$ cat src/rtl/rotary_axis_to_action_defines.svh
// Assertion helpers for the top-level RTL file.
`ifndef ROTARY_AXIS_TO_ACTION_DEFINES_SVH
`define ROTARY_AXIS_TO_ACTION_DEFINES_SVH

// Same-cycle implication, disabled while reset is asserted.
`define RATA_ASSERT_IMPLY(label, clock, resetn, ante, cons) \
    label: assert property (@(posedge clock) disable iff (!resetn) (ante) |-> (cons)) \
        else $error("rata assertion failed");

// Next-cycle implication, disabled while reset is asserted.
`define RATA_ASSERT_NEXT(label, clock, resetn, ante, cons) \
    label: assert property (@(posedge clock) disable iff (!resetn) (ante) |=> (cons)) \
        else $error("rata assertion failed");

`endif

$ cat src/rtl/rata_pkg.sv
`default_nettype none
package rata_pkg;

    localparam int POS_W  = 16;
    localparam int IDX_W  = 4;
    localparam int ADDR_W = 6;
    localparam int DATA_W = 64;
    localparam int PROD_W = 23;

    localparam logic [1:0] MODE_OFF    = 2'd0;
    localparam logic [1:0] MODE_DETENT = 2'd1;
    localparam logic [1:0] MODE_BANDS  = 2'd2;

    localparam logic [2:0] REG_MODE   = 3'd0;
    localparam logic [2:0] REG_RANGE  = 3'd1;
    localparam logic [2:0] REG_RISE   = 3'd2;
    localparam logic [2:0] REG_FALL   = 3'd3;
    localparam logic [2:0] REG_BOUNDS = 3'd4;

    localparam logic [IDX_W-1:0] ACT_RISE = 4'd0;
    localparam logic [IDX_W-1:0] ACT_FALL = 4'd1;

    localparam logic [6:0] PCT_FULL = 7'd100;

    typedef struct packed {
        logic [1:0]       mode;
        logic [POS_W-1:0] range;
        logic [7:0]       rise;
        logic [7:0]       fall;
        logic [63:0]      bounds;
    } cfg_t;

    typedef struct packed {
        logic fire;
        logic is_fall;
    } detent_t;

    typedef struct packed {
        logic             found;
        logic [IDX_W-1:0] band;
    } band_t;

endpackage
`default_nettype wire

$ cat src/rtl/rata_channels.sv
`default_nettype none
interface rata_sample_if;
    logic                        valid;
    logic                        ready;
    logic [rata_pkg::POS_W-1:0]  sample_pos;

    modport source (output valid, output sample_pos, input ready);
    modport sink   (input valid, input sample_pos, output ready);
endinterface

interface rata_result_if;
    logic                        valid;
    logic                        ready;
    logic                        fired;
    logic [rata_pkg::IDX_W-1:0]  action_index;

    modport source (output valid, output fired, output action_index, input ready);
    modport sink   (input valid, input fired, input action_index, output ready);
endinterface
`default_nettype wire

$ cat src/rtl/rata_apb_regs.sv
`default_nettype none
module rata_apb_regs (
    input  wire logic                         clk,
    input  wire logic                         rst_n,
    input  wire logic                         psel,
    input  wire logic                         penable,
    input  wire logic                         pwrite,
    input  wire logic [rata_pkg::ADDR_W-1:0]  paddr,
    input  wire logic [rata_pkg::DATA_W-1:0]  pwdata,
    output logic      [rata_pkg::DATA_W-1:0]  prdata,
    output logic                              pready,
    output rata_pkg::cfg_t                    cfg
);

    rata_pkg::cfg_t cfg_reg;
    logic [2:0]     reg_sel;
    logic           wr_en;

    // Registers sit on 8-byte strides; low address bits are ignored.
    assign reg_sel = paddr[5:3];
    assign wr_en   = psel && penable && pwrite;
    assign pready  = 1'b1;
    assign cfg     = cfg_reg;

    always_ff @(posedge clk or negedge rst_n)
    begin
        if (!rst_n)
        begin
            cfg_reg <= '0;
        end
        else if (wr_en)
        begin
            case (reg_sel)
                rata_pkg::REG_MODE:   cfg_reg.mode   <= pwdata[1:0];
                rata_pkg::REG_RANGE:  cfg_reg.range  <= pwdata[15:0];
                rata_pkg::REG_RISE:   cfg_reg.rise   <= pwdata[7:0];
                rata_pkg::REG_FALL:   cfg_reg.fall   <= pwdata[7:0];
                rata_pkg::REG_BOUNDS: cfg_reg.bounds <= pwdata;
                default:              ;
            endcase
        end
    end

    always_comb
    begin
        case (reg_sel)
            rata_pkg::REG_MODE:   prdata = {62'd0, cfg_reg.mode};
            rata_pkg::REG_RANGE:  prdata = {48'd0, cfg_reg.range};
            rata_pkg::REG_RISE:   prdata = {56'd0, cfg_reg.rise};
            rata_pkg::REG_FALL:   prdata = {56'd0, cfg_reg.fall};
            rata_pkg::REG_BOUNDS: prdata = cfg_reg.bounds;
            default:              prdata = '0;
        endcase
    end

endmodule
`default_nettype wire

$ cat src/rtl/rata_detent.sv
`default_nettype none
module rata_detent (
    input  wire rata_pkg::cfg_t               cfg,
    input  wire logic [rata_pkg::POS_W-1:0]   held,
    input  wire logic [rata_pkg::POS_W-1:0]   pos,
    output rata_pkg::detent_t                 result
);

    logic [rata_pkg::POS_W:0] held_x;
    logic [rata_pkg::POS_W:0] pos_x;
    logic [rata_pkg::POS_W:0] held_plus_rise;
    logic [rata_pkg::POS_W:0] pos_plus_fall;
    logic                     rising;

    // Compare in 17 bits so that no sum wraps.
    assign held_x         = {1'b0, held};
    assign pos_x          = {1'b0, pos};
    assign held_plus_rise = held_x + {9'd0, cfg.rise};
    assign pos_plus_fall  = pos_x + {9'd0, cfg.fall};
    assign rising         = pos > held;

    always_comb
    begin
        result.is_fall = !rising;
        if (rising)
        begin
            result.fire = (held_plus_rise < {1'b0, cfg.range}) && (pos_x > held_plus_rise);
        end
        else
        begin
            result.fire = (held > {8'd0, cfg.fall}) && (pos_plus_fall < held_x);
        end
    end

endmodule
`default_nettype wire

$ cat src/rtl/rata_band_lookup.sv
`default_nettype none
module rata_band_lookup #(
    parameter int BAND_SLOTS = 8
) (
    input  wire rata_pkg::cfg_t               cfg,
    input  wire logic [rata_pkg::POS_W-1:0]   pos,
    output rata_pkg::band_t                   result
);

    // pos < floor(p*range/100)  <=>  100*(pos+1) <= p*range,
    // so each slot needs one narrow product and one compare.
    logic [rata_pkg::PROD_W-1:0] pos_scaled;
    logic [rata_pkg::PROD_W-1:0] prod  [BAND_SLOTS];
    logic [BAND_SLOTS-1:0]       below;
    logic [BAND_SLOTS-1:0]       term;
    logic [6:0]                  pct   [BAND_SLOTS];

    assign pos_scaled = ({7'd0, pos} + 23'd1) * 23'd100;

    always_comb
    begin
        for (int i = 0; i < BAND_SLOTS; i++)
        begin
            term[i]  = (cfg.bounds[8*i +: 8] == 8'd0) || (cfg.bounds[8*i +: 8] >= 8'd100);
            pct[i]   = term[i] ? rata_pkg::PCT_FULL : cfg.bounds[8*i +: 7];
            prod[i]  = {16'd0, pct[i]} * {7'd0, cfg.range};
            below[i] = pos_scaled <= prod[i];
        end
    end

    always_comb
    begin
        logic done;
        logic at_prev;
        done         = 1'b0;
        result.found = 1'b0;
        result.band  = '0;
        for (int i = 0; i < BAND_SLOTS; i++)
        begin
            at_prev = (i == 0) ? 1'b1 : !below[(i == 0) ? 0 : i - 1];
            if (!done)
            begin
                if (at_prev && below[i])
                begin
                    done         = 1'b1;
                    result.found = 1'b1;
                    result.band  = rata_pkg::IDX_W'(i);
                end
                else if (term[i])
                begin
                    done         = 1'b1;
                    result.found = at_prev;
                    result.band  = rata_pkg::IDX_W'(i);
                end
            end
        end
        // No terminator: anything at or above the last bound is the top band.
        if (!done && !below[BAND_SLOTS-1])
        begin
            result.found = 1'b1;
            result.band  = rata_pkg::IDX_W'(BAND_SLOTS);
        end
    end

endmodule
`default_nettype wire

$ cat src/rtl/rotary_axis_to_action.sv
// Channel      Dir  Payload                     Handshake
// sample_in    in   sample_pos[15:0]            valid/ready
// result_out   out  fired, action_index[3:0]    valid/ready
// apb          in   paddr[5:0], pwdata[63:0]    psel/penable/pwrite, pready = 1
//
// One item per cycle sustained while result_out is ready; an accepted sample waits in the input
// register until the result stage is free or draining, then loads it and sets result_out.valid.
// Held position and current band update when a sample moves to the result register.
// rst_n is asynchronous: clears the valid flags, held position and band.
// A stalled result_out holds its item; the input register still takes one more item.
`default_nettype none
`include "rotary_axis_to_action_defines.svh"
module rotary_axis_to_action #(
    parameter int BAND_SLOTS = 8
) (
    input  wire logic                         clk,
    input  wire logic                         rst_n,
    input  wire logic                         psel,
    input  wire logic                         penable,
    input  wire logic                         pwrite,
    input  wire logic [rata_pkg::ADDR_W-1:0]  paddr,
    input  wire logic [rata_pkg::DATA_W-1:0]  pwdata,
    output logic      [rata_pkg::DATA_W-1:0]  prdata,
    output logic                              pready,
    rata_sample_if.sink                       sample_in,
    rata_result_if.source                     result_out
);

    rata_pkg::cfg_t    cfg;
    rata_pkg::detent_t det;
    rata_pkg::band_t   band;

    // Input stage.
    logic                        in_valid_reg;
    logic [rata_pkg::POS_W-1:0]  pos_reg;

    // Result stage.
    logic                        out_valid_reg;
    logic                        fired_reg;
    logic [rata_pkg::IDX_W-1:0]  action_reg;

    // Axis state.
    logic [rata_pkg::POS_W-1:0]  held_reg;
    logic [rata_pkg::POS_W-1:0]  held_next;
    logic [rata_pkg::IDX_W-1:0]  zone_reg;
    logic [rata_pkg::IDX_W-1:0]  zone_next;

    logic                        fired_next;
    logic [rata_pkg::IDX_W-1:0]  action_next;
    logic                        advance;
    logic                        take_in;

    // Whether the result register holds a fired band item or a fired detent item.
    logic                        zone_event;
    logic                        det_event;

    rata_apb_regs u_regs (
        .clk     (clk),
        .rst_n   (rst_n),
        .psel    (psel),
        .penable (penable),
        .pwrite  (pwrite),
        .paddr   (paddr),
        .pwdata  (pwdata),
        .prdata  (prdata),
        .pready  (pready),
        .cfg     (cfg)
    );

    rata_detent u_detent (
        .cfg    (cfg),
        .held   (held_reg),
        .pos    (pos_reg),
        .result (det)
    );

    rata_band_lookup #(
        .BAND_SLOTS (BAND_SLOTS)
    ) u_bands (
        .cfg    (cfg),
        .pos    (pos_reg),
        .result (band)
    );

    // Advance the input item when the result register is free or being drained.
    assign advance          = in_valid_reg && (!out_valid_reg || result_out.ready);
    assign sample_in.ready  = !in_valid_reg || advance;
    assign take_in          = sample_in.valid && sample_in.ready;

    assign result_out.valid        = out_valid_reg;
    assign result_out.fired        = fired_reg;
    assign result_out.action_index = action_reg;

    // Decide the action for the item in the input register.
    always_comb
    begin
        fired_next  = 1'b0;
        action_next = '0;
        held_next   = held_reg;
        zone_next   = zone_reg;
        case (cfg.mode)
            rata_pkg::MODE_DETENT:
            begin
                if (det.fire)
                begin
                    fired_next  = 1'b1;
                    action_next = det.is_fall ? rata_pkg::ACT_FALL : rata_pkg::ACT_RISE;
                    held_next   = pos_reg;
                end
            end
            rata_pkg::MODE_BANDS:
            begin
                if (band.found && (band.band != zone_reg))
                begin
                    fired_next  = 1'b1;
                    action_next = band.band;
                    zone_next   = band.band;
                end
            end
            default:
            begin
                // Off or unused mode: pass the sample on with no action.
            end
        endcase
    end

    always_ff @(posedge clk or negedge rst_n)
    begin
        if (!rst_n)
        begin
            in_valid_reg  <= 1'b0;
            out_valid_reg <= 1'b0;
            held_reg      <= '0;
            zone_reg      <= '0;
        end
        else
        begin
            if (take_in)
            begin
                in_valid_reg <= 1'b1;
            end
            else if (advance)
            begin
                in_valid_reg <= 1'b0;
            end

            if (advance)
            begin
                out_valid_reg <= 1'b1;
                held_reg      <= held_next;
                zone_reg      <= zone_next;
            end
            else if (result_out.ready)
            begin
                out_valid_reg <= 1'b0;
            end
        end
    end

    // Payload registers: no reset needed.
    always_ff @(posedge clk)
    begin
        if (take_in)
        begin
            pos_reg <= sample_in.sample_pos;
        end
        if (advance)
        begin
            fired_reg  <= fired_next;
            action_reg <= action_next;
        end
    end

    assign zone_event = out_valid_reg && fired_reg && (action_reg == zone_reg);
    assign det_event  = out_valid_reg && fired_reg
                        && (action_reg == rata_pkg::ACT_RISE || action_reg == rata_pkg::ACT_FALL);

    `RATA_ASSERT_NEXT(a_advance_loads, clk, rst_n, advance, out_valid_reg)
    `RATA_ASSERT_IMPLY(a_zone_change_fires, clk, rst_n, zone_reg != $past(zone_reg), zone_event)
    `RATA_ASSERT_IMPLY(a_held_change_fires, clk, rst_n, held_reg != $past(held_reg), det_event)

endmodule
`default_nettype wire

$ cat src/flat_wrapper.sv
// flat-port wrapper written by rule: the top's interface ports become plain ports
module rotary_axis_to_action_flat 
#(
    parameter int BAND_SLOTS = 8
)
  (clk, rst_n, psel, penable, pwrite, paddr, pwdata, prdata, pready, sample_in_valid, sample_in_sample_pos, sample_in_ready, result_out_valid, result_out_fired, result_out_action_index, result_out_ready);
  rata_sample_if sample_in_i ();
  rata_result_if result_out_i ();
  input  wire logic clk;
  input  wire logic rst_n;
  input  wire logic psel;
  input  wire logic penable;
  input  wire logic pwrite;
  input  wire logic [rata_pkg::ADDR_W-1:0] paddr;
  input  wire logic [rata_pkg::DATA_W-1:0] pwdata;
  output logic      [rata_pkg::DATA_W-1:0] prdata;
  output logic pready;
  input wire logic [$bits(sample_in_i.valid)-1:0] sample_in_valid;
  input wire logic [$bits(sample_in_i.sample_pos)-1:0] sample_in_sample_pos;
  output wire logic [$bits(sample_in_i.ready)-1:0] sample_in_ready;
  output wire logic [$bits(result_out_i.valid)-1:0] result_out_valid;
  output wire logic [$bits(result_out_i.fired)-1:0] result_out_fired;
  output wire logic [$bits(result_out_i.action_index)-1:0] result_out_action_index;
  input wire logic [$bits(result_out_i.ready)-1:0] result_out_ready;
  assign sample_in_i.valid = sample_in_valid;
  assign sample_in_i.sample_pos = sample_in_sample_pos;
  assign sample_in_ready = sample_in_i.ready;
  assign result_out_valid = result_out_i.valid;
  assign result_out_fired = result_out_i.fired;
  assign result_out_action_index = result_out_i.action_index;
  assign result_out_i.ready = result_out_ready;
  rotary_axis_to_action #(.BAND_SLOTS(BAND_SLOTS)) u_core (.clk(clk), .rst_n(rst_n), .psel(psel), .penable(penable), .pwrite(pwrite), .paddr(paddr), .pwdata(pwdata), .prdata(prdata), .pready(pready), .sample_in(sample_in_i), .result_out(result_out_i));
endmodule
$ cat config.mk
export PLATFORM = sky130hd
export DESIGN_NAME = rotary_axis_to_action_flat
export DESIGN_NICKNAME = d
export VERILOG_FILES = /design/src/rtl/rata_pkg.sv /design/src/rtl/rata_channels.sv /design/src/rtl/rata_apb_regs.sv /design/src/rtl/rata_detent.sv /design/src/rtl/rata_band_lookup.sv /design/src/rtl/rotary_axis_to_action.sv /design/src/flat_wrapper.sv
export VERILOG_INCLUDE_DIRS = /design/src /design/src/rtl
export SDC_FILE = /design/constraint.sdc
export NUM_CORES = 2
export LEC_CHECK = 0
export ABC_AREA = 1
export ABC_CLOCK_PERIOD_IN_PS = 18550
export BUFFER_PORTS_ARGS = -buffer_cell sky130_fd_sc_hd__buf_2
export CAP_MARGIN = 20
export CELL_PAD_IN_SITES_DETAIL_PLACEMENT = 0
export CELL_PAD_IN_SITES_GLOBAL_PLACEMENT = 1
export CORE_ASPECT_RATIO = 0.9
export CORE_UTILIZATION = 53
export CTS_CLUSTER_DIAMETER = 200
export CTS_CLUSTER_SIZE = 20
export DETAILED_ROUTE_END_ITERATION = 8
export GPL_ROUTABILITY_DRIVEN = 0
export HOLD_SLACK_MARGIN = 0.12
export PLACE_DENSITY_LB_ADDON = 0.1
export SYNTH_ARGS = -nofsm -noshare
export SYNTH_HDL_FRONTEND = slang
export SYNTH_HIERARCHICAL = 1
export SYNTH_SLANG_ARGS = --single-unit
$ cat constraint.sdc
create_clock -name clk -period 18.55 [get_ports clk]
set_input_delay 3.71 -clock clk [delete_from_list [all_inputs] [get_ports clk]]
set_output_delay 3.71 -clock clk [all_outputs]
set_load 0.1 [all_outputs]
==> impl_results.md <==
- Total CTS buffers: 17
- Hpwl dp: 95400 um
- Clock skew: 0.0283 ns
- Clock Path Buffers: 2
- Largest net degree at the start of global routing: 87
- R2R cell count: 44
- Final hold violations: 0
- Slew Limit Fails: 0
- Ratio of cells with drive above 1 in the final layout: 0.0631
- Highest clock rate: 105 MHz
- Post-Syn Area: 41100 um^2
- Io pins: 165
- Hold Path Stages: 2
- Crit path DAT: 5.83 ns
- RSZ-0062 raised after global routing: no
- Sequential share of the synthesized area: 0.0883
- Critical Path Fanout Max: 65
- Max VDD drop: 122 uV
- Initial antenna violation count: 1
- EDFF count, synth: 21
- Slew margin rel.: 0.268
- Crit Reg-Reg Endpoint: u_core/result_out.fired
- Top-area cell type share of the netlist area: 0.275
- Largest register FFs: 98
- Primary FF master, synth: dfrtp_1
- Worst Hold End: u_core/zone_reg[3]
- List of most frequent post-synthesis cells: nand2_1 (1260), inv_1 (942), ha_1 (633), nor2_1 (596), fa_1 (566)
- CP Class: input port to primary output
- DR WL/cell: 19.5 um
- Worst Path Required: 14.84 ns
- Final routed DRC violation total: 0
- WL final: 128000 um
- Core area: 76500 um^2
- First-pass GRT wire length: 201000 um
- Worst-Margin Slew: 1.09 ns
- Initial core utilization: 0.538
- Worst path max stage delay: 0.61 ns
- Syn_area_per_cell: 7.58 um^2
- Worst skew pair latency: 0.51 ns
- PostCTS Resize Cnt: 0
- Most Frequent Cell on Critical Path: buf_2
- Syn_nets: 6719
- Crit. End Element: primary output
- Root buffer selected by CTS: clkbuf_16
- Via count of the routed design: 35400
- Worst path cell trace: buf_2, nor2_4, nand2_4, o21ai_0, buf_2
- Die H: 266 um
- Async SR Flop Fraction: 0.851
- Cell Pwr Density: 179 nW/um^2
- Die ar.: 78800 um^2
- R2R Path Start: u_core/u_regs/cfg[19]
- Total grt overflow: 0
- Reg clk slew, reported paths: 0.06 ns
- Power, Total: 7.80 mW
- Cell at the slowest stage of the critical path: nand2_4
- Number of hold buffers added after cts: 0
- Aggregate global-route resource usage: 0.337
- FF+latch count, synth: 141
- Layout fillers: 7461
- R2R setup slack: 9.10 ns
- Critical Path Source: paddr[4]
- CTS tree: done
- Core Util, Final: 0.569
- Yosys warning total: 6
- Drt first-iter violations: 2834
- Final setup violation count: 0
- Min Tclk post-route: 9.54 ns
- Chip Width: 296 um
- Mapped Cells: 5427
- Static Leak: 23.0 nW
- Setup crit start kind: input port
- # Post-CTS Setup Buffers: 0
- Worst hold path startpoint: u_core/zone_reg[3]
- Post-synth top area cell: fa_1
- Vias in the first global route: 35300
- Placed instance area: 42900 um^2
- Max-cap violations: 0
- Final Cycle Share: 0.514
- CTS H-tree lvls: 4
- Port Buffers: 160
- Setup TNS: 0 ns
- Via/cell ratio: 5.42
- Most common cell in the synthesized netlist: nand2_1
- Antenna-violating nets left: 0
- # rows: 96
- Clock Sinks: 141
- Nets: 6781
- WHS: 0.503 ns
- TritonRoute pass-1 iters: 5
- HP Class: flip-flop to flip-flop
- Post-synthesis to final-layout area growth: 5.71%
- Synth cell types: 60
- Status: finished, final reports clean
- Post-route cell area: 43500 um^2
- Largest cells by area after synthesis: fa_1 (28%), ha_1 (19%), nand2_1 (11%)
-- report_power, final --
| group | switching, mW | internal [mW] | total (mW) |
|---|---|---|---|
| registers | 0.116 | 0.384 | 0.500 |
| clock network | 0.177 | 0.191 | 0.369 |
| logic | 4.31 | 2.63 | 6.93 |
-- worst max-delay path by stage --
stage	to	slack, ns
CTS	prdata[13]	9.06
floorplan	prdata[10]	8.36
finish	prdata[13]	9.01
detailed placement	prdata[13]	9.07
global placement	prdata[13]	9.09
global route	u_core/result_out.fired	8.30
-- area by class of cell --
| class | count | area, um^2 | share of cell area |
|---|---|---|---|
| repair buffers | 222 | 1270 | 0.0293 |
| flip-flops and latches | 141 | 3650 | 0.0839 |
| multi-input cells | 4141 | 33100 | 0.761 |
| clock buffers | 19 | 443 | 0.0102 |
| inverters | 966 | 3630 | 0.0834 |
| clock inverters | 13 | 128 | 0.00293 |
| diodes | 2 | 5.00 | 0.000115 |
| well taps | 1029 | 1290 | 0.0296 |
-- metal layers --
metal  vias up  track usage  share of wire  wire [um]
met4         2       0.0942          0.026       3310
met2      1232        0.521           0.44      55500
met3       162       0.0680          0.085      10800
met1     17000        0.476           0.45      57900
met5         -            0        0.00015         19
li1      17000            -              -          -
-- logic make-up after synthesis --
kind of cell / after synthesis / synth area share
simple gates: 2150 / 0.212
fa+ha+maj: 1199 / 0.468
buf+inv: 1145 / 0.108
compound gates: 590 / 0.0812
xor+xnor: 200 / 0.0426
flops: 141 / 0.0883
other cells: 2 / 0.000183
-- worst max-delay path, delay by kind of cell --
kind | cells | cell delay [ns]
and+or+nand+nor | 2 | 0.94
AOI/OAI and AO/OA | 1 | 0.45
buffers and inverters | 2 | 0.72
-- stage by stage --
step	cells	worst slack, ns
finish	6533	9.01
global route	6531	8.30
CTS	6531	9.06
detailed placement	6499	9.07
global placement	6499	9.09
floorplan	5427	8.36
-- cells in the final DEF, fill, tap and decap left out, drive strengths merged, types with 2 or more instances in the layout --
cell type,n
nor3,31
nor3b,5
a31oi,18
clkbuf,19
o21a,6
inv,963
xnor2,94
o31ai,5
o21ba,3
edfxtp,21
fa,566
a21o,16
a21boi,27
nand3b,11
diode,2
clkinv,14
nor2,605
dfrtp,120
nand2,1270
o211ai,9
a21oi,280
conb,2
nand3,153
nor4,13
ha,633
o2111ai,4
o21bai,7
a211oi,11
buf,222
xor2,106
nand4,60
o21ai,200
(Power assumes the default switching activity.)
